`src/rtl/ptbl_pkg.sv`:
```
// Shared types and constants for the paper-tape binary loader.
`default_nettype none

package ptbl_pkg;

    // Special tape byte values and frame masks.
    localparam logic [7:0]  BYTE_RUBOUT = 8'o377;
    localparam logic [7:0]  BYTE_EDGE   = 8'o200;
    localparam logic [7:0]  FIELD_BITS  = 8'o070;
    localparam logic [11:0] WORD_MASK   = 12'o7777;

    // Widths of the result fields.
    localparam int unsigned ADDR_W = 15;
    localparam int unsigned DATA_W = 12;

    // Parser phase; code three never occurs and is treated as leader.
    typedef enum logic [1:0] {
        PH_LEADER = 2'd0,
        PH_LOW    = 2'd1,
        PH_HIGH   = 2'd2
    } t_phase;

    // Kind of result item.
    typedef enum logic [1:0] {
        KIND_WRITE   = 2'd0,
        KIND_END_OK  = 2'd1,
        KIND_END_ERR = 2'd2
    } t_kind;

    // One result as it leaves the parser core.
    typedef struct packed {
        logic              valid;
        t_kind             kind;
        logic [ADDR_W-1:0] addr;
        logic [DATA_W-1:0] data;
    } t_result;

endpackage

`default_nettype wire

```
`src/rtl/ptbl_parse_core.sv`:
```
// Parser state and the combinational step logic for one tape byte.
`default_nettype none

module ptbl_parse_core (
    input  wire logic             i_clk,
    input  wire logic             i_rst_n,
    input  wire logic             i_step,
    input  wire logic [7:0]       i_byte,
    output ptbl_pkg::t_result     o_result
);
    import ptbl_pkg::*;

    logic        r_skip_next,     n_skip_next;
    t_phase      r_phase,         n_phase;
    logic        r_finished,      n_finished;
    logic [7:0]  r_high_part,     n_high_part;
    logic [7:0]  r_low_part,      n_low_part;
    logic [11:0] r_running_sum,   n_running_sum;
    logic [11:0] r_load_origin,   n_load_origin;
    logic [2:0]  r_active_field,  n_active_field;
    logic [2:0]  r_pending_field, n_pending_field;

    logic [13:0] frame;
    logic [11:0] sum_diff;
    logic [7:0]  field_byte;

    // The frame overlaps the two bytes exactly as read from tape.
    assign frame      = {r_high_part, 6'b0} | {6'b0, r_low_part};
    assign sum_diff   = r_running_sum - frame[11:0];
    assign field_byte = i_byte & FIELD_BITS;

    // Next state and result for the byte being processed.
    always_comb begin
        n_skip_next     = r_skip_next;
        n_phase         = r_phase;
        n_finished      = r_finished;
        n_high_part     = r_high_part;
        n_low_part      = r_low_part;
        n_running_sum   = r_running_sum;
        n_load_origin   = r_load_origin;
        n_active_field  = r_active_field;
        n_pending_field = r_pending_field;
        o_result        = '0;
        o_result.kind   = KIND_WRITE;

        if (!i_step || r_finished) begin
            // Nothing to do; the tape has ended or no byte is present.
        end else if (r_skip_next) begin
            n_skip_next = 1'b0;
        end else if (i_byte == BYTE_RUBOUT) begin
            n_skip_next = 1'b1;
        end else if (i_byte > BYTE_EDGE) begin
            n_pending_field = field_byte[5:3];
        end else begin
            case (r_phase)
                PH_LOW: begin
                    n_low_part = i_byte;
                    n_phase    = PH_HIGH;
                end
                PH_HIGH: begin
                    if (i_byte == BYTE_EDGE) begin
                        // Trailer: the last frame is the checksum.
                        n_finished     = 1'b1;
                        o_result.valid = 1'b1;
                        o_result.kind  = (sum_diff != 12'd0) ? KIND_END_ERR : KIND_END_OK;
                    end else begin
                        n_running_sum = r_running_sum + {4'b0, r_low_part}
                                      + {4'b0, r_high_part};
                        if (frame[13:12] != 2'b00) begin
                            n_load_origin = frame[11:0];
                        end else begin
                            o_result.valid = 1'b1;
                            o_result.kind  = KIND_WRITE;
                            o_result.addr  = {r_active_field, r_load_origin};
                            o_result.data  = frame[11:0] & WORD_MASK;
                            n_load_origin  = r_load_origin + 12'd1;
                        end
                        n_active_field = r_pending_field;
                        n_high_part    = i_byte;
                        n_phase        = PH_LOW;
                    end
                end
                default: begin
                    // Leader: zero and edge bytes keep the leader going.
                    if (i_byte != 8'd0 && i_byte != BYTE_EDGE) begin
                        n_phase = PH_LOW;
                    end else begin
                        n_phase = PH_LEADER;
                    end
                    n_high_part = i_byte;
                end
            endcase
        end
    end

    // State registers.
    always_ff @(posedge i_clk) begin
        if (!i_rst_n) begin
            r_skip_next     <= 1'b0;
            r_phase         <= PH_LEADER;
            r_finished      <= 1'b0;
            r_high_part     <= '0;
            r_low_part      <= '0;
            r_running_sum   <= '0;
            r_load_origin   <= '0;
            r_active_field  <= '0;
            r_pending_field <= '0;
        end else begin
            r_skip_next     <= n_skip_next;
            r_phase         <= n_phase;
            r_finished      <= n_finished;
            r_high_part     <= n_high_part;
            r_low_part      <= n_low_part;
            r_running_sum   <= n_running_sum;
            r_load_origin   <= n_load_origin;
            r_active_field  <= n_active_field;
            r_pending_field <= n_pending_field;
        end
    end

endmodule

`default_nettype wire

```
`src/rtl/ptbl_out_reg.sv`:
```
// Output register holding one result until the receiver takes it.
`default_nettype none

module ptbl_out_reg (
    input  wire logic                         i_clk,
    input  wire logic                         i_rst_n,
    input  wire logic                         i_load,
    input  ptbl_pkg::t_result                 i_result,
    input  wire logic                         i_out_stall,
    output logic                              o_out_valid,
    output logic [1:0]                        o_result_kind,
    output logic [ptbl_pkg::ADDR_W-1:0]       o_write_address,
    output logic [ptbl_pkg::DATA_W-1:0]       o_write_data,
    output logic                              o_free
);
    import ptbl_pkg::*;

    logic              r_valid;
    t_kind             r_kind;
    logic [ADDR_W-1:0] r_addr;
    logic [DATA_W-1:0] r_data;

    // The register can take a new result when empty or being transferred.
    assign o_free = !r_valid || !i_out_stall;

    // Valid flag.
    always_ff @(posedge i_clk) begin
        if (!i_rst_n) begin
            r_valid <= 1'b0;
        end else if (i_load) begin
            r_valid <= i_result.valid;
        end
    end

    // Payload only changes when a new result is loaded.
    always_ff @(posedge i_clk) begin
        if (i_load && i_result.valid) begin
            r_kind <= i_result.kind;
            r_addr <= i_result.addr;
            r_data <= i_result.data;
        end
    end

    assign o_out_valid     = r_valid;
    assign o_result_kind   = r_kind;
    assign o_write_address = r_addr;
    assign o_write_data    = r_data;

endmodule

`default_nettype wire

```
`src/rtl/paper_tape_bin_loader.sv`:
```
// Top level of the paper-tape binary loader.
//
// Input channel: one raw tape byte per transfer on i_tape_byte, qualified by
// i_in_valid and held off by o_in_stall. Output channel: one result per
// transfer on o_result_kind, o_write_address and o_write_data, qualified by
// o_out_valid and held off by i_out_stall. A result is a memory write or the
// end of tape with the checksum verdict; most bytes produce no result.
// The byte is captured in an input register, then parsed by the step logic
// and the result is written into the output register. Throughput is one
// byte per cycle while the output register has room; the output register
// lets a new byte be taken while a finished result waits. When the receiver
// stalls with a result pending, the pipeline holds and o_in_stall rises once
// the input register is also full. Synchronous reset returns the parser to
// the leader phase with all sums, origin and field cleared and both
// registers empty. After the trailer all further bytes are accepted and
// discarded until reset.
`default_nettype none

module paper_tape_bin_loader (
    input  wire logic                         i_clk,
    input  wire logic                         i_rst_n,
    input  wire logic                         i_in_valid,
    output logic                              o_in_stall,
    input  wire logic [7:0]                   i_tape_byte,
    output logic                              o_out_valid,
    input  wire logic                         i_out_stall,
    output logic [1:0]                        o_result_kind,
    output logic [ptbl_pkg::ADDR_W-1:0]       o_write_address,
    output logic [ptbl_pkg::DATA_W-1:0]       o_write_data
);
    import ptbl_pkg::*;

    logic       r_in_valid;
    logic [7:0] r_in_byte;
    logic       out_free;
    logic       step;
    logic       in_take;
    t_result    step_result;

    // The stage advances whenever it holds a byte and the output register has room.
    assign step       = r_in_valid && out_free;
    assign o_in_stall = r_in_valid && !out_free;
    assign in_take    = i_in_valid && !o_in_stall;

    // Input register.
    always_ff @(posedge i_clk) begin
        if (!i_rst_n) begin
            r_in_valid <= 1'b0;
        end else if (in_take) begin
            r_in_valid <= 1'b1;
        end else if (step) begin
            r_in_valid <= 1'b0;
        end
    end

    always_ff @(posedge i_clk) begin
        if (in_take) begin
            r_in_byte <= i_tape_byte;
        end
    end

    ptbl_parse_core u_core (
        .i_clk    (i_clk),
        .i_rst_n  (i_rst_n),
        .i_step   (step),
        .i_byte   (r_in_byte),
        .o_result (step_result)
    );

    ptbl_out_reg u_out (
        .i_clk           (i_clk),
        .i_rst_n         (i_rst_n),
        .i_load          (out_free),
        .i_result        (step_result),
        .i_out_stall     (i_out_stall),
        .o_out_valid     (o_out_valid),
        .o_result_kind   (o_result_kind),
        .o_write_address (o_write_address),
        .o_write_data    (o_write_data),
        .o_free          (out_free)
    );

endmodule

`default_nettype wire

```
`config.mk`:
```
export PLATFORM = sky130hd
export DESIGN_NAME = paper_tape_bin_loader
export DESIGN_NICKNAME = d
export VERILOG_FILES = /design/src/rtl/ptbl_pkg.sv /design/src/rtl/ptbl_parse_core.sv /design/src/rtl/ptbl_out_reg.sv /design/src/rtl/paper_tape_bin_loader.sv
export SDC_FILE = /design/constraint.sdc
export NUM_CORES = 1
export LEC_CHECK = 0
export BUFFER_PORTS_ARGS = -buffer_cell sky130_fd_sc_hd__clkbuf_2
export CAP_MARGIN = 20
export CORE_MARGIN = 5
export CORE_UTILIZATION = 55
export CTS_CLUSTER_DIAMETER = 30
export CTS_CLUSTER_SIZE = 28
export DETAILED_ROUTE_END_ITERATION = 10
export GPL_TIMING_DRIVEN = 0
export PLACE_DENSITY = 0.75
export SLEW_MARGIN = 20
export SYNTH_ARGS = -nofsm -noshare
export SYNTH_HDL_FRONTEND = slang
export SYNTH_SLANG_ARGS = --single-unit
```
`constraint.sdc`:
```
create_clock -name i_clk -period 3.8 [get_ports i_clk]
set_clock_uncertainty 0.15 [all_clocks]
set_input_delay 0.38 -clock i_clk [delete_from_list [all_inputs] [get_ports i_clk]]
set_output_delay 0.38 -clock i_clk [all_outputs]
set_load 0.05 [all_outputs]
```
== Yosys cells after proc, flatten, opt, wreduce, memory -nomap -nowiden ==
Index checks and enable logic that the tools add are counted.

* Flip-flop bits (word level): 89
* Output and inout port bits: 31
* Logic and storage cells: 77

* Bitwise operators: 8
* Mux-type cells: 19
* Add/sub/neg operators: 4
* Reductions and logical operators: 24
* Magnitude comparators: 1
* Equality and inequality tests: 6

{| class="wikitable"
|+ Operator list
! operator !! number
|-
| $mux W30 || 6
|-
| $mux W27 || 1
|-
| $add A12 B8 Y12 || 2
|-
| $reduce_and A6 Y1 || 3
|-
| $eq A8 B8 Y1 const B || 2
|-
| $pmux W8 S2 || 1
|-
| $or A14 B8 Y14 || 1
|-
| $add A12 B1 Y12 const B || 1
|-
| $mux W12 || 1
|-
| $reduce_bool A12 Y1 || 1
|-
| $sub A12 B12 Y12 || 1
|-
| $reduce_and A5 Y1 || 2
|-
| $gt A8 B8 Y1 const B || 1
|-
| $mux W8 || 1
|-
| $ne A8 B8 Y1 const B || 1
|-
| $reduce_bool A8 Y1 || 1
|-
| $not A1 Y1 || 7
|-
| $reduce_or A7 Y1 || 1
|-
| $logic_and A1 B1 Y1 || 5
|-
| $logic_not A1 Y1 || 5
|-
| $mux W1 || 5
|-
| $reduce_or A5 Y1 || 1
|-
| $mux W2 || 2
|-
| $pmux W2 S2 || 1
|-
| other kinds (7) || 9
|}

== Logic depth before layout (Yosys ltp) ==
* Depth in word-level cells: 11
* Mapped depth: 13
* Depth with buffers taken out: 13

== Modules after synthesis ==
A second synthesis with hierarchy kept.

* Cell total of the unflattened synthesis: 474
* Area total of the unflattened synthesis: 4778.3 µm²

{| class="wikitable"
|+ By module, submodules not included
! module !! sequential area each (µm²) !! cells an instance !! area an instance (µm²) !! times used
|-
| ptbl_parse_core || 1001.0 || 427 || 3565.9 || 1
|-
| ptbl_out_reg || 890.9 || 34 || 918.4 || 1
|-
| paper_tape_bin_loader || 260.2 || 13 || 294.0 || 1
|}

== Worst setup path before layout ==
No wires, ideal clock.

* Path kind: flip-flop to flip-flop
* Start: register u_core.r_low_part[1]
* End: register u_core.r_running_sum[11]
* Data required time: 3.535 ns
* Stages on the path, launching flop included: 12
* Arrival time: 2.368 ns
* Path slack: 1.167 ns
* Cells stage by stage: dfxtp_1 -> fa_1 -> ha_1 -> inv_1 -> fa_1 -> nor2b_1 -> o21a_1 -> o21a_1 -> o31a_1 -> o31ai_1 -> xnor2_1 -> and2_1

* Cells in the longest elaborated chain, start to end: 2

{| class="wikitable"
|+ Ends and longest elaborated chain
! element !! line !! source
|-
| start, declared || ptbl_parse_core.sv:17 || <nowiki>logic [7:0] r_low_part, n_low_part;</nowiki>
|-
| start signal, assigned || ptbl_parse_core.sv:113 || <nowiki>r_low_part <= n_low_part;</nowiki>
|-
| $add A12 B8 Y12 || ptbl_parse_core.sv:67 || <nowiki>n_running_sum = r_running_sum + {4'b0, r_low_part}</nowiki>
|-
| $add A12 B8 Y12 || ptbl_parse_core.sv:68 || <nowiki>+ {4'b0, r_high_part};</nowiki>
|-
| end signal, assigned || ptbl_parse_core.sv:114 || <nowiki>r_running_sum <= n_running_sum;</nowiki>
|-
| end, declared || ptbl_parse_core.sv:18 || <nowiki>logic [11:0] r_running_sum, n_running_sum;</nowiki>
|}

Every way passes these cells.
A chain may end at the register's enable or synchronous reset.

== Worst setup path after layout ==
Same ends and word-level chain as after synthesis.

==> flow_metrics.env <==
export IMPL_outcome="finished, final reports clean"
export IMPL_cts_clk_slew_worst_paths_ps=90
export IMPL_post_cts_buffers=0
export IMPL_grt_pass1_wl_mm=18.4
export IMPL_routed_wl_mm=11.1
export IMPL_final_cell_mix="dfxtp_1 (52), nand2_1 (51), clkbuf_2 (42)"
export IMPL_ioPinCount=43
export IMPL_place_gp_congestion=0.895
export IMPL_slowest_delay_ps=470
export IMPL_drtAntennaViolNets=0
export IMPL_dpl_instance_area_sq_mm=0.00517
export IMPL_ys_ff_latch=89
export IMPL_stdcell_count=665
export IMPL_hpwl_mm=8.38
export IMPL_root_buffer="clkbuf_8"
export IMPL_synth_cell_types=60
export IMPL_port_buffers=42
export IMPL_numCtsBuffers=9
export IMPL_drtIter0Drc=211
export IMPL_drv_slew=0
export IMPL_arrival_ps=3020
export IMPL_synthesis_area_sq_mm=0.00483
export IMPL_p_leak_nw=2.24
export IMPL_die_h_um=104
export IMPL_seq_area_frac_synth=0.446
export IMPL_antenna_found_initial=0
export IMPL_finalNetCount=596
export IMPL_synth_area_per_cell_sq_um=9.67
export IMPL_die_w_um=104
export IMPL_overflow=0
export IMPL_cts_resized=0
export IMPL_syn_num_nets=543
export IMPL_dieArea_sq_mm=0.0107
export IMPL_worst_ep_required_time_ps=3900
export IMPL_grt_pass1_vias=3771
export IMPL_dr_total_vias=3896
export IMPL_dr_max_layer_used="met4"
export IMPL_dr_pass1_iters=5
export IMPL_grt_setup_unrepaired="false"
export IMPL_final_common_cell="dfxtp_1"
export IMPL_met2_length_mm=5.45
export IMPL_synth_ff_type="dfxtp_1"
export IMPL_start_util=0.559
export IMPL_tightest_slew_ps=705
export IMPL_tns_ps=0
export IMPL_synthToLayoutAreaGrowth_pct=11.3
export IMPL_slew_headroom=0.530
export IMPL_crit_slowest_cell="dfxtp_1"
export IMPL_yosys_warnings=0
export IMPL_post_place_cells=649
export IMPL_grt_max_degree=31
export IMPL_insertion_delay_ps=360
export IMPL_antenna_diode_count=0
export IMPL_fin_crit_sh=0.767
export IMPL_powerDensity_mw_per_mm2=345
export IMPL_cts_max_level=3
export IMPL_cp_end_kind="flip-flop"
export IMPL_track_usage=0.207
export IMPL_vias_per_cell=5.86
export IMPL_cts_sinks=89
export IMPL_path_buf_inv=1
export IMPL_wl_met3_um=684
export IMPL_synthArstFlopShare=0
export IMPL_drt_met1_wl_mm=4.80
export IMPL_ir_drop_mv=0.238
export IMPL_final_cell_area_sq_mm=0.00537
export IMPL_final_util=0.622
export IMPL_setup_viol=0
export IMPL_maxCapViolCount=0
export IMPL_std_cell_rows=34
export IMPL_wl_per_cell_um=16.8
export IMPL_hold_path_class="in2reg"
export IMPL_fmax_mhz=343
export IMPL_path_class="reg2reg"
export IMPL_crit_family="compound AO/OA/AOI/OAI gates"
export IMPL_cp_max_fo=4
export IMPL_synth_cells=499
export IMPL_drc=0
export IMPL_cp_cell_sequence="fa_1, ha_1, inv_1, fa_1, nor2b_1, o21a_1, o21a_1, o31a_1, o31ai_1, xnor2_1, and2_1"
export IMPL_fin_total_pwr_mw=1.85
export IMPL_start_kind="flip-flop"
export IMPL_cts_hold_buf=0
export IMPL_synth_edf_count=37
export IMPL_core_area_sq_mm=0.00864
export IMPL_hold_violations=0
export IMPL_drive_gt1_frac=0.140
export IMPL_cts_tree="built"
export IMPL_cts_buffer_depth=2
export IMPL_period_needed_ps=2910
-- metrics by stage --
step                hold slack, ps  setup slack [ps]
floorplan                      289              1170
global placement               302               957
detailed placement             306               902
CTS                           36.7               883
global route                  34.9               684
finish                        44.3               886
-- routing by layer --
metal	vias up	GRT usage
met1	1856	0.268
met5	-	0
met2	130	0.350
li1	1889	-
met3	21	0.0442
met4	0	0.0555
-- area by class of cell --
type,instances,area (sq um)
Tap cell,108,135
Sequential cell,89,2150
Clock inverter,6,71.3
Fill cell,728,3260
Inverter,25,93.8
Clock buffer,10,128
Multi-Input combinational cell,360,2480
Timing Repair Buffer,42,210
Buffer,25,100
-- cell families after synthesis --
group	share of synthesized area
AO/OA/AOI/OAI	0.173
XOR/XNOR	0.0182
adder cells (fa/ha/maj)	0.0985
buffers and inverters	0.0402
flip-flops	0.446
multiplexers	0.0290
AND/OR/NAND/NOR	0.195
-- synth_stat cells, types with 3 or more instances --
cell | n | area, sq um
nand2_1 | 51 | 191
o21a_1 | 8 | 60.1
a21boi_0 | 18 | 135
buf_2 | 5 | 25.0
fa_1 | 10 | 200
edfxtp_1 | 37 | 1110
a21oi_1 | 24 | 120
and2_1 | 9 | 56.3
o21ai_0 | 29 | 145
nor2b_1 | 18 | 113
nor3_1 | 8 | 40.0
inv_1 | 25 | 93.8
dfxtp_1 | 52 | 1040
a21o_1 | 3 | 22.5
clkbuf_1 | 20 | 75.1
nor2_1 | 39 | 146
and3_1 | 23 | 144
o211ai_1 | 4 | 30.0
mux2i_1 | 14 | 140
nand4_1 | 4 | 25.0
or3_1 | 3 | 18.8
ha_1 | 22 | 275
o221a_2 | 3 | 33.8
a31oi_1 | 3 | 18.8
xnor2_1 | 8 | 70.1
nand3_1 | 10 | 50.1
o211a_1 | 5 | 50.1
-- sequential cells by signal (all words and copies together) (netlist names) --
register,count
u_core.r_low_part,8
u_core.r_active_field,3
u_out.o_write_address,15
u_core.r_phase,2
r_in_byte,8
u_core.r_high_part,8
u_core.r_running_sum,12
u_core.r_skip_next,1
u_out.o_write_data,12
u_out.o_result_kind,2
u_core.r_load_origin,12
u_out.o_out_valid,1
u_core.r_finished,1
r_in_valid,1
u_core.r_pending_field,3
-- final timing paths --
| check | start | slack, ps | to | depth (start not counted) |
|---|---|---|---|---|
| max | u_core.r_low_part[1] | 890 | u_core.r_running_sum[11] | 11 |
| max reg2reg | u_core.r_low_part[1] | 890 | u_core.r_running_sum[11] | 11 |
| min | i_tape_byte[4] | 40 | r_in_byte[4] | 1 |
| min reg2reg | u_core.r_active_field[2] | 320 | u_core.r_active_field[2] | 2 |
-- where the power goes --
| group | total [mW] | switching [mW] | internal [mW] |
|---|---|---|---|
| logic | 0.162 | 0.0954 | 0.0665 |
| clock network | 0.667 | 0.353 | 0.313 |
| registers | 1.03 | 0.0220 | 1.00 |
| total | 1.85 | 0.471 | 1.38 |
-- worst reg2reg max path: stages, from the launching register on --
cell and delay [ps]:
dfxtp_1 470, fa_1 450, ha_1 220, inv_1 80, fa_1 210, nor2b_1 70, o21a_1 180, o21a_1 190
o31a_1 280, o31ai_1 260, xnor2_1 100, and2_1 150
No activity file was read; power rests on OpenSTA's default activity.
